==> src/vcwg_pkg.sv <==
// Shared types, register map and status codes for the velocity command watchdog gate.
// Used by every module of the block except vcwg_ram; depends on nothing.
package vcwg_pkg;

    localparam int JOINTS_DEFAULT = 6;
    localparam int FIELD_JOINTS   = 6;
    localparam int VEL_W          = 32;
    localparam int TIME_W         = 48;
    localparam int PERIOD_W       = 32;
    localparam int LIMIT_W        = 47;
    localparam int STATE_DEPTH    = 1;

    localparam int IN_DATA_W  = 272;
    localparam int IN_USER_W  = 4;
    localparam int OUT_DATA_W = 192;
    localparam int OUT_USER_W = 4;
    localparam int ADDR_W     = 4;

    localparam logic [1:0] OP_SUBMIT = 2'd0;
    localparam logic [1:0] OP_UPDATE = 2'd1;
    localparam logic [1:0] OP_RESET  = 2'd2;
    localparam logic [1:0] OP_NONE   = 2'd3;

    localparam logic [1:0] KIND_VALID     = 2'd0;
    localparam logic [1:0] KIND_SHAPE     = 2'd1;
    localparam logic [1:0] KIND_OVERRUN   = 2'd2;
    localparam logic [1:0] KIND_NONFINITE = 2'd3;

    localparam logic [2:0] ST_WAITING   = 3'd0;
    localparam logic [2:0] ST_ACTIVE    = 3'd1;
    localparam logic [2:0] ST_SHAPE     = 3'd2;
    localparam logic [2:0] ST_OVERRUN   = 3'd3;
    localparam logic [2:0] ST_NONFINITE = 3'd4;
    localparam logic [2:0] ST_VELOCITY  = 3'd5;
    localparam logic [2:0] ST_STALE     = 3'd6;
    localparam logic [2:0] ST_SLEW      = 3'd7;

    localparam logic [1:0] REG_MAX_VELOCITY  = 2'd0;
    localparam logic [1:0] REG_MAX_ACCEL     = 2'd1;
    localparam logic [1:0] REG_STALE_TIMEOUT = 2'd2;

    localparam logic [30:0] MAX_VELOCITY_RST  = 31'd65536;
    localparam logic [30:0] MAX_ACCEL_RST     = 31'd8;
    localparam logic [31:0] STALE_TIMEOUT_RST = 32'd100000;

    typedef struct packed {
        logic [30:0] max_velocity;
        logic [30:0] max_accel;
        logic [31:0] stale_timeout;
    } cfg_t;

    typedef struct packed {
        logic [1:0]                             opcode;
        logic [1:0]                             event_kind;
        logic [TIME_W-1:0]                      time_stamp;
        logic [PERIOD_W-1:0]                    period_us;
        logic [FIELD_JOINTS-1:0][VEL_W-1:0]     velocity;
    } item_t;

    typedef struct packed {
        logic [TIME_W-1:0] last_receive_time;
        logic              have_command;
        logic              fault_latched;
        logic [2:0]        current_status;
    } gate_state_t;

endpackage

==> src/vcwg_regs.sv <==
// APB configuration registers: velocity limit, acceleration limit, stale timeout.
// Depends on vcwg_pkg.
module vcwg_regs (
    input  logic                        clk,
    input  logic                        rst_n,
    input  logic                        psel,
    input  logic                        penable,
    input  logic                        pwrite,
    input  logic [vcwg_pkg::ADDR_W-1:0] paddr,
    input  logic [31:0]                 pwdata,
    output logic [31:0]                 prdata,
    output logic                        pready,
    output vcwg_pkg::cfg_t              cfg
);

    vcwg_pkg::cfg_t cfg_reg;
    vcwg_pkg::cfg_t cfg_next;
    logic           wr_stb;

    assign pready = 1'b1;
    assign wr_stb = psel & penable & pwrite;
    assign cfg    = cfg_reg;

    always_comb
    begin
        cfg_next = cfg_reg;
        if (wr_stb)
        begin
            unique case (paddr[3:2])
                vcwg_pkg::REG_MAX_VELOCITY:  cfg_next.max_velocity  = pwdata[30:0];
                vcwg_pkg::REG_MAX_ACCEL:     cfg_next.max_accel     = pwdata[30:0];
                vcwg_pkg::REG_STALE_TIMEOUT: cfg_next.stale_timeout = pwdata;
                default:                     cfg_next = cfg_reg;
            endcase
        end
    end

    always_comb
    begin
        unique case (paddr[3:2])
            vcwg_pkg::REG_MAX_VELOCITY:  prdata = {1'b0, cfg_reg.max_velocity};
            vcwg_pkg::REG_MAX_ACCEL:     prdata = {1'b0, cfg_reg.max_accel};
            vcwg_pkg::REG_STALE_TIMEOUT: prdata = cfg_reg.stale_timeout;
            default:                     prdata = 32'd0;
        endcase
    end

    always_ff @(posedge clk or negedge rst_n)
    begin
        if (!rst_n)
        begin
            cfg_reg.max_velocity  <= vcwg_pkg::MAX_VELOCITY_RST;
            cfg_reg.max_accel     <= vcwg_pkg::MAX_ACCEL_RST;
            cfg_reg.stale_timeout <= vcwg_pkg::STALE_TIMEOUT_RST;
        end
        else
        begin
            cfg_reg <= cfg_next;
        end
    end

endmodule

==> config.mk <==
export PLATFORM = sky130hd
export DESIGN_NAME = vcwg_regs
export DESIGN_NICKNAME = d
export VERILOG_FILES = /design/src/vcwg_pkg.sv /design/src/vcwg_regs.sv
export SDC_FILE = /design/constraint.sdc
export NUM_CORES = 1
export LEC_CHECK = 0
export ABC_AREA = 1
export BUFFER_PORTS_ARGS = -buffer_cell sky130_fd_sc_hd__clkbuf_2
export CORE_MARGIN = 10
export CORE_UTILIZATION = 50
export CTS_BUF_LIST = sky130_fd_sc_hd__clkbuf_2
export CTS_CLUSTER_SIZE = 8
export DETAILED_ROUTE_END_ITERATION = 10
export GPL_ROUTABILITY_DRIVEN = 0
export GPL_TIMING_DRIVEN = 0
export PLACE_DENSITY = 0.93
export RECOVER_POWER = 50
export SYNTH_ARGS = -nofsm -noshare
export SYNTH_HDL_FRONTEND = slang
export SYNTH_SLANG_ARGS = --single-unit
==> constraint.sdc <==
create_clock -name clk -period 1.3 [get_ports clk]
set_clock_uncertainty 0.1 [all_clocks]
set_input_delay 0.26 -clock clk [delete_from_list [all_inputs] [get_ports clk]]
set_output_delay 0.26 -clock clk [all_outputs]
set_load 0.01 [all_outputs]
; ---- Word-level counts from Yosys, hierarchy flattened
; Cells that the tools add are included.
[word_totals]
register_bits = 94
n_memories = 0
out_inout_bits = 127
ram_bits = 0
word_cells = 12
rom_bits = 0
latch_bits = 0
[classes]
n_eq_ne = 2
add_sub_neg = 0
bitwise = 2
shift = 0
n_lt_le_gt_ge = 0
n_mux = 1
n_reduce_logical = 4
div_mod_pow = 0
n_mul = 0
[op_table]
columns = cell, count
row1 = 32-bit case mux with 3 select lines, 1
row2 = 2-bit AND reduction, 3
row3 = 1-bit AND, 2
row4 = 2-bit by 1-bit == test with 1-bit output (second input constant), 1
row5 = 2-bit == test (second input constant), 1
row6 = 2-bit zero test, 1

; ---- Longest topological paths before layout
[depth]
ltp_word = 3
mapped_depth = 7
mapped_depth_nobuf = 6

; ---- Worst setup path before layout
; No wires, ideal clock.
[synth_path]
path_kind = input port to output port
startpoint = input port paddr[2] (netlist name)
endpoint = output port prdata[0]
n_path_buf = 1
t_arrival_ns = 0.827
path_slack_ns = 0.113
cell_stages = 4
path_cell_list = nor2_1 -> buf_2 -> nand2_1 -> nand3_1
[synth_via]
elab_chain_len = 2
word_cells_on_any_way = 4
classes_between = eq/ne (2) / mux (1) / reduce/logical (1)
[synth_rtl]
columns = element, line
row1 = start: declaration, vcwg_regs.sv:9  ; input logic [vcwg_pkg::ADDR_W-1:0] paddr,
row2 = "2-bit == test, or another cell as far along", vcwg_regs.sv:40  ; unique case (paddr[3:2])
row3 = 32-bit case mux with 3 select lines (*), vcwg_regs.sv:40
row4 = end: declaration, vcwg_regs.sv:11  ; output logic [31:0] prdata,
; Mark *: on every way between the ends. The rest lies on a longest branch, timed or not.

; ---- Worst setup path in the final report
[layout_path]
startpoint = register cfg_reg, in the netlist cfg[16]
endpoint = output port prdata[16]
[layout_via]
elab_chain_len = 1
[layout_rtl]
columns = element, line
row1 = start: declaration, vcwg_regs.sv:16  ; vcwg_pkg::cfg_t cfg_reg;
row2 = start signal: assignment, vcwg_regs.sv:58  ; cfg_reg <= cfg_next;
row3 = 32-bit case mux with 3 select lines, vcwg_regs.sv:40
; Every way passes these cells.

==> impl_results.md <==
* Final hold violations at 0
* Asr flop ratio synth at 1.00
* Outcome: complete, but fails checks
* Post-DR vias/cell at 5.43
* Slew Limit Fails at 0
* P_leak at 3.96 nW
* Flops & latches, synth at 94
* Netlist cell types at 14
* DR vias at 5,174
* Worst-Margin Slew at 1.27 ns
* Internal at 0.00643 W
* CTS tree: done
* FF-to-FF path depth at 5
* CP startpoint kind: register
* Switch share at 0.352
* Slowest stage cell on the critical path: dfstp_2
* Sink Count at 94
* Clock slew at reported path FFs at 0.27 ns
* Global-route wire length before repair at 25.4 mm
* Most frequent cell after synthesis: nand2_1
* Starting Density at 0.512
* Comb pwr share at 0.412
* Setup ws final at -0.490 ns
* Top_reg_cell synth: dfrtp_1
* Post-layout nets at 879
* Core region area at 8180 µm²
* Synthesized Nets at 590
* Crit path launch: cfg[16]$_DFFE_PN1P_
* Antenna Nets Post-Route at 0
* WHS at 0.0100 ns
* Final setup violation count at 284
* Root Buffer: clkbuf_2
* Cell area power density at 1430 nW/µm²
* Die Span Y at 112 µm
* Worst Hold Class: input pin to register
* CP Data Arrival Time at 1.43 ns
* Initial antenna violation count at 3
* Yosys warns at 0
* Die footprint at 12,400 µm²
* Worst path required time at 0.94 ns
* Final Critical Period at 1.79 ns
* Rel. slew slack at 0.153
* Pin count of the biggest net entering global routing at 49
* Ordered list of cells on the worst path: nand2_1 -> nand3_2 -> buf_6
* Port bufs at 164
* Synth Cell Area at 4190 µm²
* Gate count of the mapped netlist at 549
* Max reg flops at 94
* # DRC at 0
* Total GRT Usage at 0.247
* Die W at 112 µm
* Clk_lat worst skew at 0.55 ns
* First-pass DRT Iterations at 5
* Crit path max fanout at 2
* Syn Area/Cell at 7.63 µm²
* Clock buffer depth at 2
* Reg-to-reg setup timing slack at 0.19 ns
* Clock power share at 0.172
* Grt total ovfl at 0
* Violated checks: negative setup slack
* Area Growth Syn to Fin at 66.0%
* Number of flops mapped to enable cells by yosys at 0
* Worst path max stage delay at 0.61 ns
* Drt wl/cell at 19.8 µm
* Filler cells at 439
* Sequential cell area at 2360 µm²
* Num ports at 168
* Area share of the leading cell type in the synthesized netlist at 0.514
* Top cells by count, synth: 380 x nand2_1, 86 x dfrtp_1, 31 x nand3_1, 21 x buf_2, 8 x dfstp_2
* Overall power at 0.00993 W
* Area contributors post-synth: dfrtp_1 51%, nand2_1 34%, dfstp_2 5.0%, nand3_1 3.7%, buf_2 2.5%
* Crit path kind: register to primary output
* Capturing point of the worst reg2reg path: cfg[10]$_DFFE_PN1P_
* Final wirelength at 18.8 mm
* VDD IR max at 1.00 mV
* Register area share after synthesis at 0.564
* Total number of H-tree levels at 3
* Psw at 0.00350 W
* Row count at 33
* DP HPWL at 10.3 mm
* Layout cell share with drive strength beyond 1 at 0.374
* Largest area contributor in the netlist: dfrtp_1
* RSZ-0062 raised after global routing: yes
* Number of CTS-inserted buffers at 9
* Max Clock Freq at 0.559 GHz
* CP endpoint: prdata[16]
* Worst reg2reg path startpoint: cfg[10]$_DFFE_PN1P_
* Crit. End Element: primary output
* Number of max-cap violations at 0
* Period Utilization, post-route at 1.38
* Multi-input logic area at 1700 µm²
* Vias in the first global route at 4,964
* 1st-iter DRT viols at 389
* Seq pwr share at 0.416
## worst min-delay path by stage
stage                       startpoint             endpoint  slack (ns)  cells past startpoint
finish                        paddr[2]  cfg[62]$_DFFE_PN0P_        0.01                      5
global route                    pwrite   cfg[0]$_DFFE_PN0P_        0.05                      5
CTS                           paddr[2]  cfg[62]$_DFFE_PN0P_      -0.005                      5
detailed placement               rst_n  cfg[90]$_DFFE_PN0P_        0.26                      1
global placement    cfg[9]$_DFFE_PN1P_   cfg[9]$_DFFE_PN1P_        0.36                      2
floorplan                        rst_n   cfg[0]$_DFFE_PN0P_       -0.14                      0
## critical path: cells and delay by family (launching register included)
family        cells  cell delay, ns
simple gates      2            0.17
buf+inv           1            0.10
flops             1            0.61
## cell families after synthesis
logic type,synth area share
buffers and inverters,0.0430
other,0.000895
AND/OR/NAND/NOR,0.392
flip-flops,0.564
## metal layers
| metal | track usage | vias up | wire (µm) |
|---|---|---|---|
| met5 | 0 | - | 0 |
| met4 | 0.105 | 0 | 790 |
| met3 | 0.0789 | 80 | 1950 |
| met2 | 0.419 | 363 | 9520 |
| met1 | 0.281 | 2480 | 6570 |
| li1 | - | 2251 | - |
## power by group through the flow
stage / clock, W / combinational, W / sequential [W]
6_report: 0.00171 / 0.00409 / 0.00413
5_1_grt: 0.00181 / 0.00437 / 0.00417
4_1_cts: 0.00165 / 0.00301 / 0.00401
3_5_place_dp: 0 / 0.00225 / 0.00413
3_3_place_gp: 0 / 0.00216 / 0.00408
2_1_floorplan: 0 / 0.000776 / 0.00432
## layout by cell type, fill, tap and decap left out, types with 11 or more instances in the layout
| cell | netlist | routed |
|---|---|---|
| clkbuf_2 | 0 | 100 |
| buf_2 | 21 | 18 |
| nand3_1 | 31 | 23 |
| buf_6 | 0 | 101 |
| dfrtp_1 | 86 | 86 |
| nand2_1 | 380 | 376 |
| dlygate4sd3_1 | 0 | 36 |
| clkbuf_4 | 0 | 11 |
| buf_4 | 7 | 41 |
## per-stage QoR
stage	util	setup TNS, ns	area (µm²)	cells	worst slack (ns)
after floorplan	-	0	4190	549	0.113
after global placement	0.629	-111.18	5140	818	-1.13
after detailed placement	0.632	-10.95	5170	819	-0.328
after CTS	0.756	-37.72	6180	916	-0.507
after global routing	0.850	-73.79	6950	951	-0.569
final	0.850	-50.61	6950	952	-0.490
## what timing repair did
action                     in CTS  in global routing
hold endpoints to repair      137                  0
pin swaps                      19                 12
resized for setup              33                197
setup endpoints to repair     126                164
hold buffers                   36                  0
setup buffers                  45                 32
## final cells by class
cell class                      count  area share
Clock inverter                      5      0.0122
Timing Repair Buffer              278       0.343
Tap cell                          105      0.0189
Multi-Input combinational cell    421       0.244
Inverter                            6     0.00324
Sequential cell                    94       0.340
Buffer                             28      0.0288
Clock buffer                       11     0.00792
Antenna cell                        4     0.00144
No activity file was read; power rests on OpenSTA's default activity.
