### src/vcwg_pkg.sv
// Shared types, register map and status codes for the velocity command watchdog gate.
// Used by every module of the block except vcwg_ram; depends on nothing.
package vcwg_pkg;

    localparam int JOINTS_DEFAULT = 6;
    localparam int FIELD_JOINTS   = 6;
    localparam int VEL_W          = 32;
    localparam int TIME_W         = 48;
    localparam int PERIOD_W       = 32;
    localparam int LIMIT_W        = 47;
    localparam int STATE_DEPTH    = 1;

    localparam int IN_DATA_W  = 272;
    localparam int IN_USER_W  = 4;
    localparam int OUT_DATA_W = 192;
    localparam int OUT_USER_W = 4;
    localparam int ADDR_W     = 4;

    localparam logic [1:0] OP_SUBMIT = 2'd0;
    localparam logic [1:0] OP_UPDATE = 2'd1;
    localparam logic [1:0] OP_RESET  = 2'd2;
    localparam logic [1:0] OP_NONE   = 2'd3;

    localparam logic [1:0] KIND_VALID     = 2'd0;
    localparam logic [1:0] KIND_SHAPE     = 2'd1;
    localparam logic [1:0] KIND_OVERRUN   = 2'd2;
    localparam logic [1:0] KIND_NONFINITE = 2'd3;

    localparam logic [2:0] ST_WAITING   = 3'd0;
    localparam logic [2:0] ST_ACTIVE    = 3'd1;
    localparam logic [2:0] ST_SHAPE     = 3'd2;
    localparam logic [2:0] ST_OVERRUN   = 3'd3;
    localparam logic [2:0] ST_NONFINITE = 3'd4;
    localparam logic [2:0] ST_VELOCITY  = 3'd5;
    localparam logic [2:0] ST_STALE     = 3'd6;
    localparam logic [2:0] ST_SLEW      = 3'd7;

    localparam logic [1:0] REG_MAX_VELOCITY  = 2'd0;
    localparam logic [1:0] REG_MAX_ACCEL     = 2'd1;
    localparam logic [1:0] REG_STALE_TIMEOUT = 2'd2;

    localparam logic [30:0] MAX_VELOCITY_RST  = 31'd65536;
    localparam logic [30:0] MAX_ACCEL_RST     = 31'd8;
    localparam logic [31:0] STALE_TIMEOUT_RST = 32'd100000;

    typedef struct packed {
        logic [30:0] max_velocity;
        logic [30:0] max_accel;
        logic [31:0] stale_timeout;
    } cfg_t;

    typedef struct packed {
        logic [1:0]                             opcode;
        logic [1:0]                             event_kind;
        logic [TIME_W-1:0]                      time_stamp;
        logic [PERIOD_W-1:0]                    period_us;
        logic [FIELD_JOINTS-1:0][VEL_W-1:0]     velocity;
    } item_t;

    typedef struct packed {
        logic [TIME_W-1:0] last_receive_time;
        logic              have_command;
        logic              fault_latched;
        logic [2:0]        current_status;
    } gate_state_t;

endpackage

### src/vcwg_eval.sv
// Decision logic of the gate: checks one item against the stored command and state
// and forms the new memory word, new state and the active flag. Depends on vcwg_pkg.
module vcwg_eval #(
    parameter int JOINTS = vcwg_pkg::JOINTS_DEFAULT
) (
    input  vcwg_pkg::item_t                            item,
    input  logic [vcwg_pkg::LIMIT_W-1:0]               limit,
    input  logic [JOINTS-1:0][vcwg_pkg::VEL_W-1:0]     pend,
    input  logic [JOINTS-1:0][vcwg_pkg::VEL_W-1:0]     last,
    input  vcwg_pkg::gate_state_t                      st,
    input  vcwg_pkg::cfg_t                             cfg,
    output logic [JOINTS-1:0][vcwg_pkg::VEL_W-1:0]     pend_next,
    output logic [JOINTS-1:0][vcwg_pkg::VEL_W-1:0]     last_next,
    output vcwg_pkg::gate_state_t                      st_next,
    output logic                                       active
);

    logic        vel_over;
    logic        slew_over;
    logic        backwards;
    logic        stale;
    logic [47:0] age;

    // per-joint magnitude and slew checks, all joints side by side
    always_comb
    begin
        logic [32:0] v_ext;
        logic [32:0] v_mag;
        logic [33:0] d;
        logic [33:0] d_mag;
        vel_over  = 1'b0;
        slew_over = 1'b0;
        for (int j = 0; j < JOINTS; j++)
        begin
            v_ext = {item.velocity[j][31], item.velocity[j]};
            v_mag = v_ext[32] ? (33'd0 - v_ext) : v_ext;
            if (v_mag > {2'b00, cfg.max_velocity})
            begin
                vel_over = 1'b1;
            end
            // difference of two 32-bit values, held in 34 bits with sign
            d     = {{2{pend[j][31]}}, pend[j]} - {{2{last[j][31]}}, last[j]};
            d_mag = d[33] ? (34'd0 - d) : d;
            if ({13'd0, d_mag} > limit)
            begin
                slew_over = 1'b1;
            end
        end
    end

    assign backwards = item.time_stamp < st.last_receive_time;
    assign age       = item.time_stamp - st.last_receive_time;
    assign stale     = age > {16'd0, cfg.stale_timeout};

    always_comb
    begin
        logic       trip;
        logic [2:0] trip_code;
        pend_next = pend;
        last_next = last;
        st_next   = st;
        active    = 1'b0;
        trip      = 1'b0;
        trip_code = st.current_status;
        unique case (item.opcode)
            vcwg_pkg::OP_SUBMIT:
            begin
                if (!st.fault_latched)
                begin
                    priority if (item.event_kind == vcwg_pkg::KIND_SHAPE)
                    begin
                        trip      = 1'b1;
                        trip_code = vcwg_pkg::ST_SHAPE;
                    end
                    else if (item.event_kind == vcwg_pkg::KIND_OVERRUN)
                    begin
                        trip      = 1'b1;
                        trip_code = vcwg_pkg::ST_OVERRUN;
                    end
                    else if (item.event_kind == vcwg_pkg::KIND_NONFINITE)
                    begin
                        trip      = 1'b1;
                        trip_code = vcwg_pkg::ST_NONFINITE;
                    end
                    else if (vel_over)
                    begin
                        trip      = 1'b1;
                        trip_code = vcwg_pkg::ST_VELOCITY;
                    end
                    else
                    begin
                        for (int j = 0; j < JOINTS; j++)
                        begin
                            pend_next[j] = item.velocity[j];
                        end
                        st_next.last_receive_time = item.time_stamp;
                        st_next.have_command      = 1'b1;
                    end
                end
            end
            vcwg_pkg::OP_UPDATE:
            begin
                if (!st.fault_latched)
                begin
                    priority if (item.period_us == '0)
                    begin
                        trip      = 1'b1;
                        trip_code = vcwg_pkg::ST_NONFINITE;
                    end
                    else if (!st.have_command)
                    begin
                        st_next.current_status = vcwg_pkg::ST_WAITING;
                    end
                    else if (backwards)
                    begin
                        trip      = 1'b1;
                        trip_code = vcwg_pkg::ST_NONFINITE;
                    end
                    else if (stale)
                    begin
                        trip      = 1'b1;
                        trip_code = vcwg_pkg::ST_STALE;
                    end
                    else if (slew_over)
                    begin
                        trip      = 1'b1;
                        trip_code = vcwg_pkg::ST_SLEW;
                    end
                    else
                    begin
                        last_next              = pend;
                        st_next.current_status = vcwg_pkg::ST_ACTIVE;
                        active                 = 1'b1;
                    end
                end
            end
            vcwg_pkg::OP_RESET:
            begin
                pend_next                 = '0;
                last_next                 = '0;
                st_next.last_receive_time = item.time_stamp;
                st_next.have_command      = 1'b0;
                st_next.fault_latched     = 1'b0;
                st_next.current_status    = vcwg_pkg::ST_WAITING;
            end
            default:
            begin
                st_next = st;
            end
        endcase
        // any latch drops both stored commands
        if (trip)
        begin
            pend_next              = '0;
            last_next              = '0;
            st_next.fault_latched  = 1'b1;
            st_next.current_status = trip_code;
        end
    end

endmodule

### config.mk
export PLATFORM = sky130hd
export DESIGN_NAME = vcwg_eval
export DESIGN_NICKNAME = d
export VERILOG_FILES = /design/src/vcwg_pkg.sv /design/src/vcwg_eval.sv
export SDC_FILE = /design/constraint.sdc
export NUM_CORES = 2
export LEC_CHECK = 0
export BUFFER_PORTS_ARGS = -buffer_cell sky130_fd_sc_hd__buf_2
export CAP_MARGIN = 20
export CORE_AREA = 5 5 507 509
export DETAILED_ROUTE_END_ITERATION = 8
export DIE_AREA = 0 0 512 514
export PLACE_DENSITY = 0.33
export SLEW_MARGIN = 20
export SYNTH_ARGS = -nofsm -noshare
export SYNTH_HDL_FRONTEND = slang
export SYNTH_SLANG_ARGS = --single-unit
### constraint.sdc
create_clock -name vclk -period 12.2
set_clock_uncertainty 0.2 [all_clocks]
set_input_delay 2.44 -clock vclk [all_inputs]
set_output_delay 2.44 -clock vclk [all_outputs]
set_load 0.01 [all_outputs]
Yosys cells after proc, flatten, opt, wreduce, memory -nomap -nowiden

Index checks and enable logic that the tools add are counted.

Eq/ne operators: 5
$lt $le $gt $ge: 14
Muxes and demuxes: 85
Add/sub/neg operators: 19
Reductions and logical operators: 2

Operators by type and width:

| operator                | number |
|---|---|
| $mux W192               | 13 |
| $pmux W192 S2           | 2 |
| $gt A34 B47 Y1          | 6 |
| $mux W49                | 5 |
| $mux W34                | 6 |
| $sub A1 B33 Y34 const A | 6 |
| $gt A33 B31 Y1          | 6 |
| $mux W33                | 6 |
| $sub A1 B32 Y33 const A | 6 |
| $sub A32 B32 Y33        | 6 |
| $pmux W49 S2            | 1 |
| $mux W3                 | 17 |
| $gt A48 B32 Y1          | 1 |
| $lt A48 B48 Y1          | 1 |
| $sub A48 B48 Y48        | 1 |
| $logic_not A32 Y1       | 1 |
| $mux W1                 | 31 |
| $pmux W3 S2             | 2 |
| $eq A2 B2 Y1 const B    | 3 |
| $eq A2 B1 Y1 const B    | 2 |
| $mux W4                 | 1 |
| $logic_not A2 Y1        | 1 |
| $pmux W1 S2             | 1 |

Bits of input ports: 854
Register bits: 0

Depth between registers and ports, before layout

Depth in word-level cells: 18
Mapped depth: 33
Depth with buffers taken out: 29

Worst setup path after synthesis

Ideal clock, no wire load.

Kind: input -> output
Start point: input pend[64] in the netlist's numbering
End point: output last_next[35] in the netlist's numbering
Buffers on the path: 2
Arrival: 8.480 ns
Path slack: 1.080 ns
Stages: 30
Required time: 9.560 ns
Path through: inv_1 -> ha_1 -> inv_1 -> fa_1 -> a21o_1 -> a21o_1 -> a211o_1 -> a31o_1 -> a21oi_1 -> xor2_1 -> nand2_1 -> or4_1 -> or4_1 -> nor3b_1 -> a21oi_1 -> xor2_1 -> ha_1 -> nand4_1 -> or2_2 -> o21bai_1 -> o221ai_1 -> a21oi_1 -> o211ai_1 -> a211oi_1 -> and4_1 -> a21oi_1 -> clkbuf_1 -> clkbuf_1 -> o21ai_0 -> a21oi_1

RTL lines:

| item        | RTL line        | source |
|---|---|---|
| from (decl) | vcwg_eval.sv:8  | `input logic [JOINTS-1:0][vcwg_pkg::VEL_W-1:0] pend,` |
| to (decl)   | vcwg_eval.sv:13 | `output logic [JOINTS-1:0][vcwg_pkg::VEL_W-1:0] last_next,` |

==> run_results.csv <==
group,metric,value,unit
status,outcome,"finished, violations left",
status,violations,"setup timing",
clock_tree,cts_hold_buf,0,
synth,synth_top_family_by_area,"compound AO/OA/AOI/OAI gates",
global_route,grt_max_degree,114,
finish,final_cell_mix,"buf_2, buf_4, ha_1",
timing,finalCriticalPeriod,12.21,ns
route,dr.pass1.iters,5,
synth,synth_seq_area_share,0,%
timing,setup-tns-final,-0.00542,ns
floorplanning,die_area,263000,sq um
global_route,grtUsageTotal,23.2,%
power,vdd_ir_drop_max,0.0213,mV
finish,clock_buffer_count,0,
synth,synth_area_leaders,"ha_1, xnor2_1, a21oi_1",
power,powerDensity,64.4,nW/um^2
floorplanning,core,253000,sq um
synth,ys_types,97,
timing,setup_viol,1,
flow_run,cap_violations,0,
setup_path,crit_path_end_kind,"output port",
global_route,antenna_found_initial,157,
floorplanning,die_w,512,microns
finish,seq_area,0,sq um
setup_path,startpoint,"last[65]",
synth,synthMuxAreaShare,5.49,%
worst_hold_path,min_delay_path_depth,3,
place,placed_area,55600,sq um
route,wl_met2,155000,microns
timing,worst_pin_slew,1.13,ns
timing,relSlewSlack,22.7,%
synth,synth_area,40500,sq um
setup_path,start_kind,"input port",
setup_path,cp.arrival,9.57,ns
synth,netlist.area_leader.share,20.9,%
finish,layout_commonest_cell,"buf_2",
setup_path,crit_type,"in -> out",
global_route,grt_pass1_vias,53200,
finish,num-nets-final,9392,
route,drc_errors,0,
worst_hold_path,min_path_type,"in -> out",
finish,seq_cells,0,
timing,fmax,81.9,MHz
synth,yosys_warnings,0,
setup_path,crit_path_top_delay_cell,"or4_1",
setup_path,crit_path_frequent_cell,"buf_4",
route,drtAntennaViolNets,0,
setup_path,cp_data_required_time,9.56,ns
timing,rsz0062_at_grt,"true",
synth,syn_inst,6058,
synth,synth_largest_area_cell,"ha_1",
finish,stdcell_count,11300,
setup_path,cpPeakStageDelay,0.54,ns
setup_path,endpoint,"last_next[81]",
timing,finalHoldViolCount,0,
finish,layout-drive-gt1-share,34.5,%
route,top_layer,"met5",
floorplanning,boundaryPins,1292,
timing,fin_crit_sh,100,%
synth,synthXorXnorAreaFrac,11.7,%
route,wl_per_cell,29.6,microns
global_route,grt_pass1_wl,437000,microns
place,place_congestion,0.918,
route,totalWireLength,334000,microns
synth,synth_compound_area_share,32.0,%
floorplanning,die_h,514,microns
power,power,3.91,mW
finish,final_cell_area,60700,sq um
route,num_vias,55100,
finish,areaGrowthSynthToFinish,50.1,%
setup_path,crit_path_max_fanout,7,
finish,fin_util,24.1,%
place,dp.cells,11100,
route,drt_iter0_drc,3874,
floorplanning,initial_core_util,16.0,%
floorplanning,rows,185,
synth,synth_adder_area_share,21.3,%
place,dp_hpwl,277000,microns
route,wl_met1,150000,microns
timing,finalMaxSlewViolations,0,
power,leakage,27.8,nW
route,viasPerCell,4.90,
synth,avgSynthCellArea,6.68,sq um
global_route,overflow,0,
place,port_buffers,1261,
route,met3_length,18000,microns
timing,fin_ws,-0.00542,ns
synth,synthSimpleGateAreaFrac,22.1,%
[timing repair]
action / in CTS / in global routing
setup buffers: 23 / 60
endpoints found under the setup margin: 420 / 389
hold endpoints to repair: 0 / 0
resized for setup: 142 / 773
pin swaps: 44 / 232
cloned: 12 / 23
[cell families after synthesis]
group	after synthesis
simple gates	1847
buf+inv	737
compound gates	2051
other cells	1
mux	199
xor+xnor	539
fa+ha+maj	684
[worst max-delay path: cells and delay by family]
| family | cells | cell delay, ns |
|---|---|---|
| AO/OA/AOI/OAI | 13 | 2.51 |
| XOR/XNOR | 1 | 0.26 |
| adder cells (fa/ha/maj) | 2 | 0.53 |
| buffers and inverters | 11 | 1.74 |
| AND/OR/NAND/NOR | 9 | 2.02 |
[power by group]
group | total, mW | switching (mW) | internal, mW
sequential | 0 | 0 | 0
combinational | 3.91 | 2.27 | 1.64
clock | 0.000000123 | 0 | 0.000000122
[synth_stat cells, types with 95 or more instances]
library cell  count
a21oi_1         581
clkbuf_1        170
a22oi_1         199
a21o_1          132
ha_1            677
xnor2_1         402
o21ai_0         513
inv_1           467
nor3_1          102
nor2_1          493
xor2_1          137
nand4_1         118
mux2_1           95
nand3_1         126
nand2_1         553
[final cells by class]
type | instances | area, sq um
fillers | 28700 | 192000
multi-input cells | 5326 | 40000
repair buffers | 2059 | 14700
well taps | 3366 | 4210
inverters | 467 | 1760
diodes | 37 | 92.6
[how the worst min path moves through the flow]
| stage | start | end |
|---|---|---|
| 2_1_floorplan | pend[106] | last_next[106] |
| 3_3_place_gp | st[39] | st_next[39] |
| 3_5_place_dp | st[39] | st_next[39] |
| 4_1_cts | st[39] | st_next[39] |
| 5_1_grt | st[24] | st_next[24] |
| 6_report | st[39] | st_next[39] |
[metrics by stage]
step	setup slack (ns)	hold slack, ns
2_1_floorplan	1.08	4.80
3_3_place_gp	-0.717	5.01
3_5_place_dp	-0.748	5.00
4_1_cts	-0.0424	5.00
5_1_grt	-0.286	5.01
6_report	-0.00542	5.00
[routing by layer]
layer  track usage [%]  vias up
li1                  -    26000
met4              5.36       60
met1              31.0    26700
met2              39.4     2090
met3              3.19      377
met5                 0        -
(Power assumes the default switching activity.)
